$ cat config.mk
export PLATFORM = sky130hd
export DESIGN_NAME = scar_ctrl
export DESIGN_NICKNAME = d
export VERILOG_FILES = /design/src/rtl/core/scar_pkg.sv /design/src/rtl/core/scar_ctrl.sv
export SDC_FILE = /design/constraint.sdc
export NUM_CORES = 1
export LEC_CHECK = 0
export ABC_AREA = 1
export BUFFER_PORTS_ARGS = -buffer_cell sky130_fd_sc_hd__buf_2
export CAP_MARGIN = 0
export CORE_UTILIZATION = 50
export CTS_CLUSTER_SIZE = 28
export DETAILED_ROUTE_END_ITERATION = 6
export PLACE_DENSITY = 0.75
export RECOVER_POWER = 100
export SYNTH_ARGS = -nofsm -noshare
export SYNTH_HDL_FRONTEND = slang
export SYNTH_SLANG_ARGS = --single-unit
$ cat constraint.sdc
create_clock -name clk -period 1.53 [get_ports clk]
set_clock_uncertainty 0.2 [all_clocks]
set_input_delay 0.0765 -clock clk [delete_from_list [all_inputs] [get_ports clk]]
set_output_delay 0.0765 -clock clk [all_outputs]
set_load 0.01 [all_outputs]
$ cat src/rtl/core/scar_pkg.sv
// ----------------------------------------------------------------------------
// Reverb package
// Types and fixed constants shared by the controller and the datapath.
// ----------------------------------------------------------------------------
package scar_pkg;

    localparam int BYPASS_LIMIT = 66;
    localparam int GAIN_IN_Q16  = 786;
    localparam int AP_GAIN_Q16  = 32768;

    typedef enum logic [0:0] {
        REQ_AUDIO = 1'b0,
        REQ_CLEAR = 1'b1
    } req_t;

    // datapath operations issued by the controller
    typedef enum logic [3:0] {
        OP_NONE     = 4'd0,
        OP_SETUP    = 4'd1,
        OP_COMB_RD  = 4'd2,
        OP_COMB_LP  = 4'd3,
        OP_COMB_WR  = 4'd4,
        OP_AP_RD    = 4'd5,
        OP_AP_WR    = 4'd6,
        OP_MIX_A    = 4'd7,
        OP_MIX_B    = 4'd8,
        OP_CLEAR    = 4'd9,
        OP_CH_START = 4'd10
    } op_t;

    typedef struct packed {
        op_t        op;
        logic       ch;
        logic [4:0] idx;
    } scar_cmd_t;

    typedef struct packed {
        logic clear_done;
    } scar_stat_t;

    // scaled line length, half up
    function automatic int scale_len(input int base, input int rate);
        return int'((longint'(base) * rate * 2 + 44100) / 88200);
    endfunction

    function automatic int comb_base(input int k);
        case (k % 8)
            0: return 1116;
            1: return 1188;
            2: return 1277;
            3: return 1356;
            4: return 1422;
            5: return 1491;
            6: return 1557;
            default: return 1617;
        endcase
    endfunction

    function automatic int ap_base(input int k);
        case (k % 4)
            0: return 225;
            1: return 341;
            2: return 441;
            default: return 556;
        endcase
    endfunction

endpackage

$ cat src/rtl/core/scar_ctrl.sv
// ----------------------------------------------------------------------------
// Reverb controller
// Sequences combs, allpasses and the output mix through the datapath.
// ----------------------------------------------------------------------------
module scar_ctrl
    import scar_pkg::*;
#(
    parameter int COMB_COUNT    = 8,
    parameter int ALLPASS_COUNT = 4
) (
    input  logic       clk,
    input  logic       rst_n,
    input  logic       in_fire,
    input  logic       in_clear,
    input  logic       bypass,
    input  logic       stereo,
    input  logic       out_busy,
    input  scar_stat_t stat,
    output scar_cmd_t  cmd,
    output logic       idle,
    output logic       emit
);

    typedef enum logic [10:0] {
        S_IDLE  = 11'b00000000001,
        S_SETUP = 11'b00000000010,
        S_CRD   = 11'b00000000100,
        S_CLP   = 11'b00000001000,
        S_CWR   = 11'b00000010000,
        S_ARD   = 11'b00000100000,
        S_AWR   = 11'b00001000000,
        S_MIXA  = 11'b00010000000,
        S_MIXB  = 11'b00100000000,
        S_EMIT  = 11'b01000000000,
        S_CLR   = 11'b10000000000
    } state_t;

    state_t     state_reg, state_next;
    logic       ch_reg, ch_next;
    logic [4:0] idx_reg, idx_next;

    // line memories are swept to zero right after reset
    always_ff @(posedge clk or negedge rst_n)
    begin
        if (!rst_n)
        begin
            state_reg <= S_CLR;
            ch_reg    <= 1'b0;
            idx_reg   <= '0;
        end
        else
        begin
            state_reg <= state_next;
            ch_reg    <= ch_next;
            idx_reg   <= idx_next;
        end
    end

    // next state
    always_comb
    begin
        state_next = state_reg;
        ch_next    = ch_reg;
        idx_next   = idx_reg;
        cmd.op     = OP_NONE;
        cmd.ch     = ch_reg;
        cmd.idx    = idx_reg;
        emit       = 1'b0;
        case (state_reg)
            S_IDLE:
            begin
                if (in_fire)
                begin
                    ch_next  = 1'b0;
                    idx_next = '0;
                    if (in_clear)
                        state_next = S_CLR;
                    else if (bypass)
                        state_next = S_EMIT;
                    else
                        state_next = S_SETUP;
                end
            end
            S_SETUP:
            begin
                cmd.op     = OP_SETUP;
                state_next = S_CRD;
            end
            S_CRD:
            begin
                cmd.op     = (idx_reg == 5'd0) ? OP_CH_START : OP_COMB_RD;
                state_next = S_CLP;
            end
            S_CLP:
            begin
                cmd.op     = OP_COMB_LP;
                state_next = S_CWR;
            end
            S_CWR:
            begin
                cmd.op = OP_COMB_WR;
                if (idx_reg == 5'(COMB_COUNT - 1))
                begin
                    idx_next   = '0;
                    state_next = S_ARD;
                end
                else
                begin
                    idx_next   = idx_reg + 5'd1;
                    state_next = S_CRD;
                end
            end
            S_ARD:
            begin
                cmd.op     = OP_AP_RD;
                state_next = S_AWR;
            end
            S_AWR:
            begin
                cmd.op = OP_AP_WR;
                if (idx_reg == 5'(ALLPASS_COUNT - 1))
                begin
                    idx_next   = '0;
                    state_next = S_MIXA;
                end
                else
                begin
                    idx_next   = idx_reg + 5'd1;
                    state_next = S_ARD;
                end
            end
            S_MIXA:
            begin
                cmd.op     = OP_MIX_A;
                state_next = S_MIXB;
            end
            S_MIXB:
            begin
                cmd.op = OP_MIX_B;
                if (!ch_reg && stereo)
                begin
                    ch_next    = 1'b1;
                    state_next = S_CRD;
                end
                else
                begin
                    state_next = S_EMIT;
                end
            end
            S_EMIT:
            begin
                if (!out_busy)
                begin
                    emit       = 1'b1;
                    state_next = S_IDLE;
                end
            end
            S_CLR:
            begin
                cmd.op = OP_CLEAR;
                if (stat.clear_done)
                    state_next = S_IDLE;
            end
            default:
            begin
                state_next = S_IDLE;
            end
        endcase
    end

    assign idle = (state_reg == S_IDLE);

endmodule

# == Word-level counts from Yosys, hierarchy flattened ==
# Cells that the tools add are included.
# classes
mux,20
n_addsub,1
n_reduce_logical,8
eq_ne,17
# op_table
op,count
$pmux W11 S11,1
$mux W11,4
$pmux W4 S9,1
$mux W10,2
$mux W5,3
$pmux W5 S3,1
$eq A11 B1 Y1 const B,1
$eq A11 B10 Y1 const B,1
$eq A11 B11 Y1 const B,1
$eq A11 B2 Y1 const B,1
$eq A11 B3 Y1 const B,1
$eq A11 B4 Y1 const B,1
$eq A11 B5 Y1 const B,1
$eq A11 B6 Y1 const B,1
$eq A11 B7 Y1 const B,1
$eq A11 B8 Y1 const B,1
$eq A11 B9 Y1 const B,1
$mux W8,1
$ne A2 B2 Y1 const B,4
$mux W6,1
$reduce_and A3 Y1,2
$add A5 B1 Y5 const B,1
$eq A5 B2 Y1 const B,1
$eq A5 B3 Y1 const B,1
9 further kinds,12
# totals
elab_cells,49
input_bits,8
out_inout_bits,12
regBits,17

# == Longest topological paths before layout ==
# Gate-level depths: netlist (run 1).
# depth
ltp_word,4
depth_mapped,10
mapped_depth_nobuf,10

# == Worst setup path before layout (run 1) ==
# OpenSTA, ideal clock, no wires.
# synth_timing
path_kind,reg2reg
startpoint,reg state_reg[10]
endpoint,reg state_reg[10]
required_ns,1.258
slack_ns,0.087
setup_ns,0.072
n_path_buf,0
path_stages_with_launch,9
arrival_ns,1.171
period_less_slack_ns,1.443
path_cell_list,dfstp_2 -> inv_1 -> nand3_4 -> nor2_8 -> nand2_4 -> clkinv_4 -> nand2_4 -> nand3_1 -> o21ai_1
# synth_between
elab_chain_len,3
elab_cells_between_ends,16
cone_classes,14 x eq/ne; 1 x mux; 1 x reduce/logical
# synth_rtl
item,line,source
from (decl),scar_ctrl.sv:38,"state_t state_reg, state_next;"
from (signal assigned),scar_ctrl.sv:53,state_reg <= state_next;
$eq A11 B1 Y1 *,--,
named net idle,scar_ctrl.sv:20,"output logic idle,"
$ne A2 B2 Y1 (no source line),--,
$reduce_and A3 Y1 (no source line),--,
# Mark *: on every way through the listed nets, which the timed path passes. The rest lies on a longest branch.
# A chain may end at the register's enable or synchronous reset.

# == Worst setup path after layout (run 1) ==
# layout_timing
startpoint,reg state_reg[6]
endpoint,out idle
# layout_between
elab_chain_len,1
# layout_rtl
item,line,source
$eq A11 B1 Y1,scar_ctrl.sv:171,assign idle = (state_reg == S_IDLE);
to (decl),scar_ctrl.sv:20,
# No other way between the ends.

==> results of run 1 <==
==> area by class of cell <==
| class | count | share of cell area (%) |
|---|---|---|
| timing repair buffer | 46 | 18.8 |
| tap | 28 | 2.05 |
| sequential | 17 | 25.0 |
| clock buffer | 4 | 1.54 |
| multi-input combinational | 118 | 45.2 |
| inverter | 32 | 7.47 |
==> cells in the mapped netlist <==
library cell,count,area (um2)
o21ai_2,1,8.76
nand3_1,18,90.1
nand3b_1,1,7.51
nor2_2,4,25.0
nand2_4,5,56.3
nor2_4,1,11.3
nand2_1,51,191
nand3_2,1,10.0
nor2_1,15,56.3
dfstp_2,1,26.3
o21ai_1,4,20.0
nor3_1,3,15.0
clkinv_4,1,8.76
buf_4,1,7.51
xor2_1,2,17.5
ha_1,2,25.0
o21ai_0,2,10.0
nor2_8,3,60.1
inv_1,26,97.6
o211ai_1,1,7.51
dfrtp_1,16,400
a21o_1,1,7.51
o22ai_1,1,6.26
nor3_2,1,10.0
nand3_4,1,17.5
inv_2,5,18.8
==> stage by stage <==
stage | setup slack, ns | utilization [%] | hold slack, ns | power [W] | area (um2)
after global placement | 0.00359 | 59.9 | -0.173 | 0.00156 | 1350
final | -0.379 | 75.7 | 0.244 | 0.00238 | 1710
after floorplan | 0.0874 | - | -0.419 | 0.00140 | 1210
after global routing | -0.421 | 75.7 | 0.321 | 0.00253 | 1710
after CTS | -0.272 | 70.1 | 0.0410 | 0.00205 | 1580
after detailed placement | -0.0437 | 59.9 | -0.171 | 0.00160 | 1350
==> worst min-delay path by stage <==
stage | cells past startpoint | endpoint | startpoint | slack [ns]
global route | 2 | state_reg[4]$_DFFE_PN0P_ | rst_n | 0.32
detailed placement | 1 | state_reg[6]$_DFFE_PN0P_ | rst_n | -0.17
global placement | 1 | state_reg[6]$_DFFE_PN0P_ | rst_n | -0.17
finish | 2 | state_reg[4]$_DFFE_PN0P_ | rst_n | 0.24
floorplan | 0 | ch_reg$_DFFE_PN0P_ | rst_n | -0.42
CTS | 2 | state_reg[4]$_DFFE_PN0P_ | rst_n | 0.04
==> power by group through the flow <==
stage | combinational (W) | sequential [W] | clock (W)
2_1_floorplan | 0.000842 | 0.000558 | 0
3_3_place_gp | 0.000998 | 0.000564 | 0
3_5_place_dp | 0.00103 | 0.000567 | 0
4_1_cts | 0.00124 | 0.000556 | 0.000250
5_1_grt | 0.00169 | 0.000560 | 0.000275
6_report | 0.00157 | 0.000557 | 0.000255
==> per-layer routing <==
layer | vias up | GRT usage [%] | wire [um]
li1 | 617 | - | -
met1 | 620 | 31.0 | 1340
met2 | 44 | 51.5 | 1810
met3 | 14 | 5.36 | 189
met4 | 0 | 18.5 | 161
met5 | - | 0 | 0
==> critical path: cells and delay by family, from the launching register on <==
| family | cells | cell delay, ns |
|---|---|---|
| buf+inv | 3 | 0.33 |
| simple gates | 4 | 0.56 |
| flops | 1 | 0.44 |
==> logic make-up (layout without fill, tap and decap cells) <==
logic type	count (synthesis)	in the layout	synth area share (%)
AOI/OAI and AO/OA	10	10	4.95
xor gates and xnor gates	2	2	1.45
adders and majority gates	2	2	2.06
buffers and inverters	33	82	10.9
DFF	17	17	35.2
and+or+nand+nor	104	104	45.4
==> what timing repair did <==
action,4_1_cts,5_1_grt
endpoints found under the hold margin,28,0
gates resized for setup,13,23
endpoints found under the setup margin,15,19
pin swaps,12,11
setup buffers,12,6
hold buffers,7,0
==> metrics.txt, run 1 <==
ratio of cells with drive above 1 in the final layout=38.2%; WP data required=1.25 ns; maxcap violations=0; r2r worst-path depth=10; Global Route Usage Sum=28.9%; YS warnings=0; Most common cell on crit path=nand2_4; most frequent cells in the layout=45 x nand2_1, 22 x inv_1, 18 x buf_4, 16 x dfrtp_1, 13 x nand3_1; Lkg Pwr=0.947 nW; Core ar.=2250 um2; Sw Pwr=0.00115 W; area grow syn2layout=40.9%; I/O Buffers=19; CP Cell Sequence=nor2_2 > nand2_4 > nor2_8 > buf_4 > nand2_4 > inv_8 > buf_6; H-tree Lvls=1; Clk pwr share=10.7%; first-pass GRT wire length=5.42 mm; Vias=1,295; final WL=3.51 mm; FF/Latch Area=427 um2; post-DP HPWL=2.11 mm; aggregate global routing overflow=0; CTS sink cnt=17; status=finished with violations; r2r startpoint=state_reg[6]$_DFFE_PN0P_; CTS tree=done; Antenna Violating Nets Remaining=0; Critical Path Max Stage Delay=0.44 ns; Cell Int Power=0.00124 W; HP Class=in -> async; Worst Setup End Kind=output pin; vias in the first global route=1,259; Worst-Margin Slew=0.997 ns; area of the mapped netlist=1210 um2; Non-Filler Instances=245; routability cong.=0.855; placed cell count=216; critical path class=reg -> out; Num CTS Buffers=3; Slew headroom=33.5%; Worst VDD drop=0.00113 V; sw frac=48.1%; pwr/cell area=1400 nW/um2; Critical Path Slowest Stage Cell=dfrtp_1; failing checks=negative setup slack; final max-slew violation count=0; Reg clk slew, reported paths=0.11 ns; Hold Vio Cnt, Final=0; # DRC=0; crit share post-route=125%; synthesized flop and latch total=17; Net Count, Synth=178; num rows=17; initial antenna violation count=0; commonest non-fill, non-tap cell in the layout=nand2_1; initial core utilization=53.8%; Mapped Cells=168; Fmax=524 MHz; min setup slack post-route=-0.379 ns; n_diodes=0; Pre-Repair DR Iteration Count=4; Avg Cell Area, Syn=7.22 um2; Logic pwr share=65.9%; Die ar.=2630 um2; # fillers=170; largest net degree at the start of global routing=18; Flop pwr share=23.4%; DR WL/cell=14.3 um; final setup fails=17; multi-input logic area=772 um2; I/O pins=20; critical path endpoint=idle; clk buf depth=2; vias per cell=5.29; Clk Latency, worst-skew pair=0.30 ns; crit path DAT=1.63 ns; sequential area share after synthesis=35.2%; startpoint types=register; setup TNS=-3.98 ns; nets=228; peak fanout along the critical path=5; Yosys cell types=26; Die Ht=51.2 um; initial drt markers=37; Period minus WS final=1.91 ns; RSZ-0062 raised after global routing=yes; root buf cell=clkbuf_4; Die Wd=51.2 um; Critical Path Start=state_reg[6]$_DFFE_PN0P_; r2r setup slk=-0.30 ns; max FFs per register=11; Reg-to-Reg End=state_reg[0]$_DFFE_PN0P_
(Power assumes the default switching activity.)
==> run 2, diff against run 1 <==
CORE_UTILIZATION = 42   (was 50)
PLACE_DENSITY = 0.62   (was 0.75)
clock period = 1.8 ns   (was 1.53 ns; I/O delays follow)
==> run 2 against run 1 <==
Against the previous run: the run still ends with negative setup slack left; wire length is 26% lower; cell count shrank 1.6%; register-to-register slack better by 0.36 ns; clock power shrank 15%; count of clock-buffer cells in the layout stayed put; hold slack better by 0.0012 ns; power decreased by 25%; combinational power shrank 31%; die area up 18%; sequential power shrank 15%; sequential cell count unchanged; critical endpoint is now cmd[9].
==> metrics.txt, run 2 (synthesis results as in run 1) <==
status=finished with violations; failing checks=negative setup slack; initial antenna violation count=0; Die Wd=55.7 um; Fmax=548 MHz; CP Cell Sequence=nor2_2 > nand2_4 > nor2_8 > nand2_2 > o211ai_1 > buf_2; Hold Vio Cnt, Final=0; met1 Resource Use GR=22.3%; r2r worst-path depth=9; commonest non-fill, non-tap cell in the layout=nand2_1; post-layout instance area=1580 um2; peak fanout along the critical path=5; post-DP HPWL=1.97 mm; routability cong.=0.818; max FFs per register=11; Clk Latency, worst-skew pair=0.30 ns; # DRC=0; largest net degree at the start of global routing=18; Reg clk slew, reported paths=0.11 ns; vias per cell=4.79; GRT met2 Usage=34.3%; n_diodes=0; clk buf depth=2; pwr/cell area=1130 nW/um2; Vias=1,154; global routing's busiest layer=met2; vias in the first global route=1,124; most frequent cells in the layout=50 x nand2_1, 25 x inv_1, 17 x nand3_1, 16 x dfrtp_1, 12 x buf_4; DR WL/cell=10.8 um; final max-slew violation count=0; I/O Buffers=19; Core ar.=2730 um2; area grow syn2layout=30.3%; Die Ht=55.7 um; RSZ-0062 raised after global routing=yes; Critical Path Max Stage Delay=0.41 ns; final WL=2.60 mm; Die ar.=3110 um2; Reg-to-Reg End=state_reg[10]$_DFFE_PN1P_; Num CTS Buffers=3; r2r setup slk=0.06 ns; num rows=19; Antenna Violating Nets Remaining=0; critical path class=reg -> out; ratio of cells with drive above 1 in the final layout=29.0%; Worst-Margin Slew=0.949 ns; Global Route Usage Sum=18.7%; Worst VDD drop=0.000788 V; initial drt markers=26; FF/Latch Area=427 um2; Pre-Repair DR Iteration Count=5; WP data required=1.51 ns; # fillers=267; min setup slack post-route=-0.0244 ns; nets=221; root buf cell=clkbuf_4; maxcap violations=0; M3 GR Usage=2.33%; r2r startpoint=state_reg[10]$_DFFE_PN1P_; startpoint types=register; CTS tree=done; aggregate global routing overflow=0; Period minus WS final=1.82 ns; Lkg Pwr=0.893 nW; final setup fails=2; Area after DPL=1340 um2; crit share post-route=101%; first-pass GRT wire length=4.58 mm; HP Class=in -> async; setup TNS=-0.0407 ns; Worst Setup End Kind=output pin; H-tree Lvls=1; Critical Path Slowest Stage Cell=dfrtp_1; initial core utilization=44.3%; crit path DAT=1.53 ns; Slew headroom=36.7%; CTS sink cnt=17; multi-input logic area=699 um2; I/O pins=20
## run 2: area by class of cell
class / instances / area share [%]
clock buffers: 4 / 1.66
inverters: 32 / 7.92
flip-flops and latches: 17 / 27.0
repair buffers: 39 / 16.7
multi-input cells: 118 / 44.3
well taps: 31 / 2.45
## run 2: worst max path at each step
stage                         startpoint                         to  slack, ns
3_3_place_gp    state_reg[4]$_DFFE_PN0P_                     cmd[6]       0.23
5_1_grt         state_reg[6]$_DFFE_PN0P_                     cmd[9]      -0.13
3_5_place_dp   state_reg[10]$_DFFE_PN1P_                     cmd[6]       0.23
2_1_floorplan  state_reg[10]$_DFFE_PN1P_  state_reg[10]$_DFFE_PN1P_       0.36
6_report        state_reg[4]$_DFFE_PN0P_                     cmd[9]      -0.02
4_1_cts        state_reg[10]$_DFFE_PN1P_                     cmd[6]      -0.04
## run 2: layer usage
layer / wire length (um) / up-vias / share of wire (%)
li1: - / 608 / -
met1: 1130 / 528 / 44
met2: 1370 / 13 / 53
met3: 58 / 5 / 2.2
met4: 42 / 0 / 1.6
met5: 0 / - / 0
## run 2: critical path, delay by kind of cell, from the launching register on
family / cells / cell delay, ns
flip-flops: 1 / 0.41
buffers and inverters: 1 / 0.16
AO/OA/AOI/OAI: 1 / 0.16
AND/OR/NAND/NOR: 4 / 0.50
## run 2: metrics by stage
step	setup slack (ns)	power (W)	instances	utilization, %	hold WS, ns
global placement	0.227	0.00134	217	49.0	-0.160
global route	-0.131	0.00193	241	57.8	0.308
floorplan	0.357	0.00119	168	-	-0.406
CTS	-0.0396	0.00173	237	56.0	0.0575
finish	-0.0244	0.00178	241	57.8	0.245
detailed placement	0.225	0.00135	217	49.0	-0.158
## run 2: where the power goes
group	internal, W	switching [W]	total (W)
Combinational	0.000475	0.000620	0.00109
Clock	0.0000863	0.000129	0.000216
Sequential	0.000433	0.0000416	0.000475
## run 2: repair_timing
| action | in CTS | in global routing |
|---|---|---|
| endpoints found under the hold margin | 28 | 0 |
| gates resized for setup | 7 | 11 |
| setup endpoints to repair | 3 | 6 |
| pin swaps | 10 | 8 |
| buffers inserted | 9 | 4 |
| hold buffers | 7 | 0 |
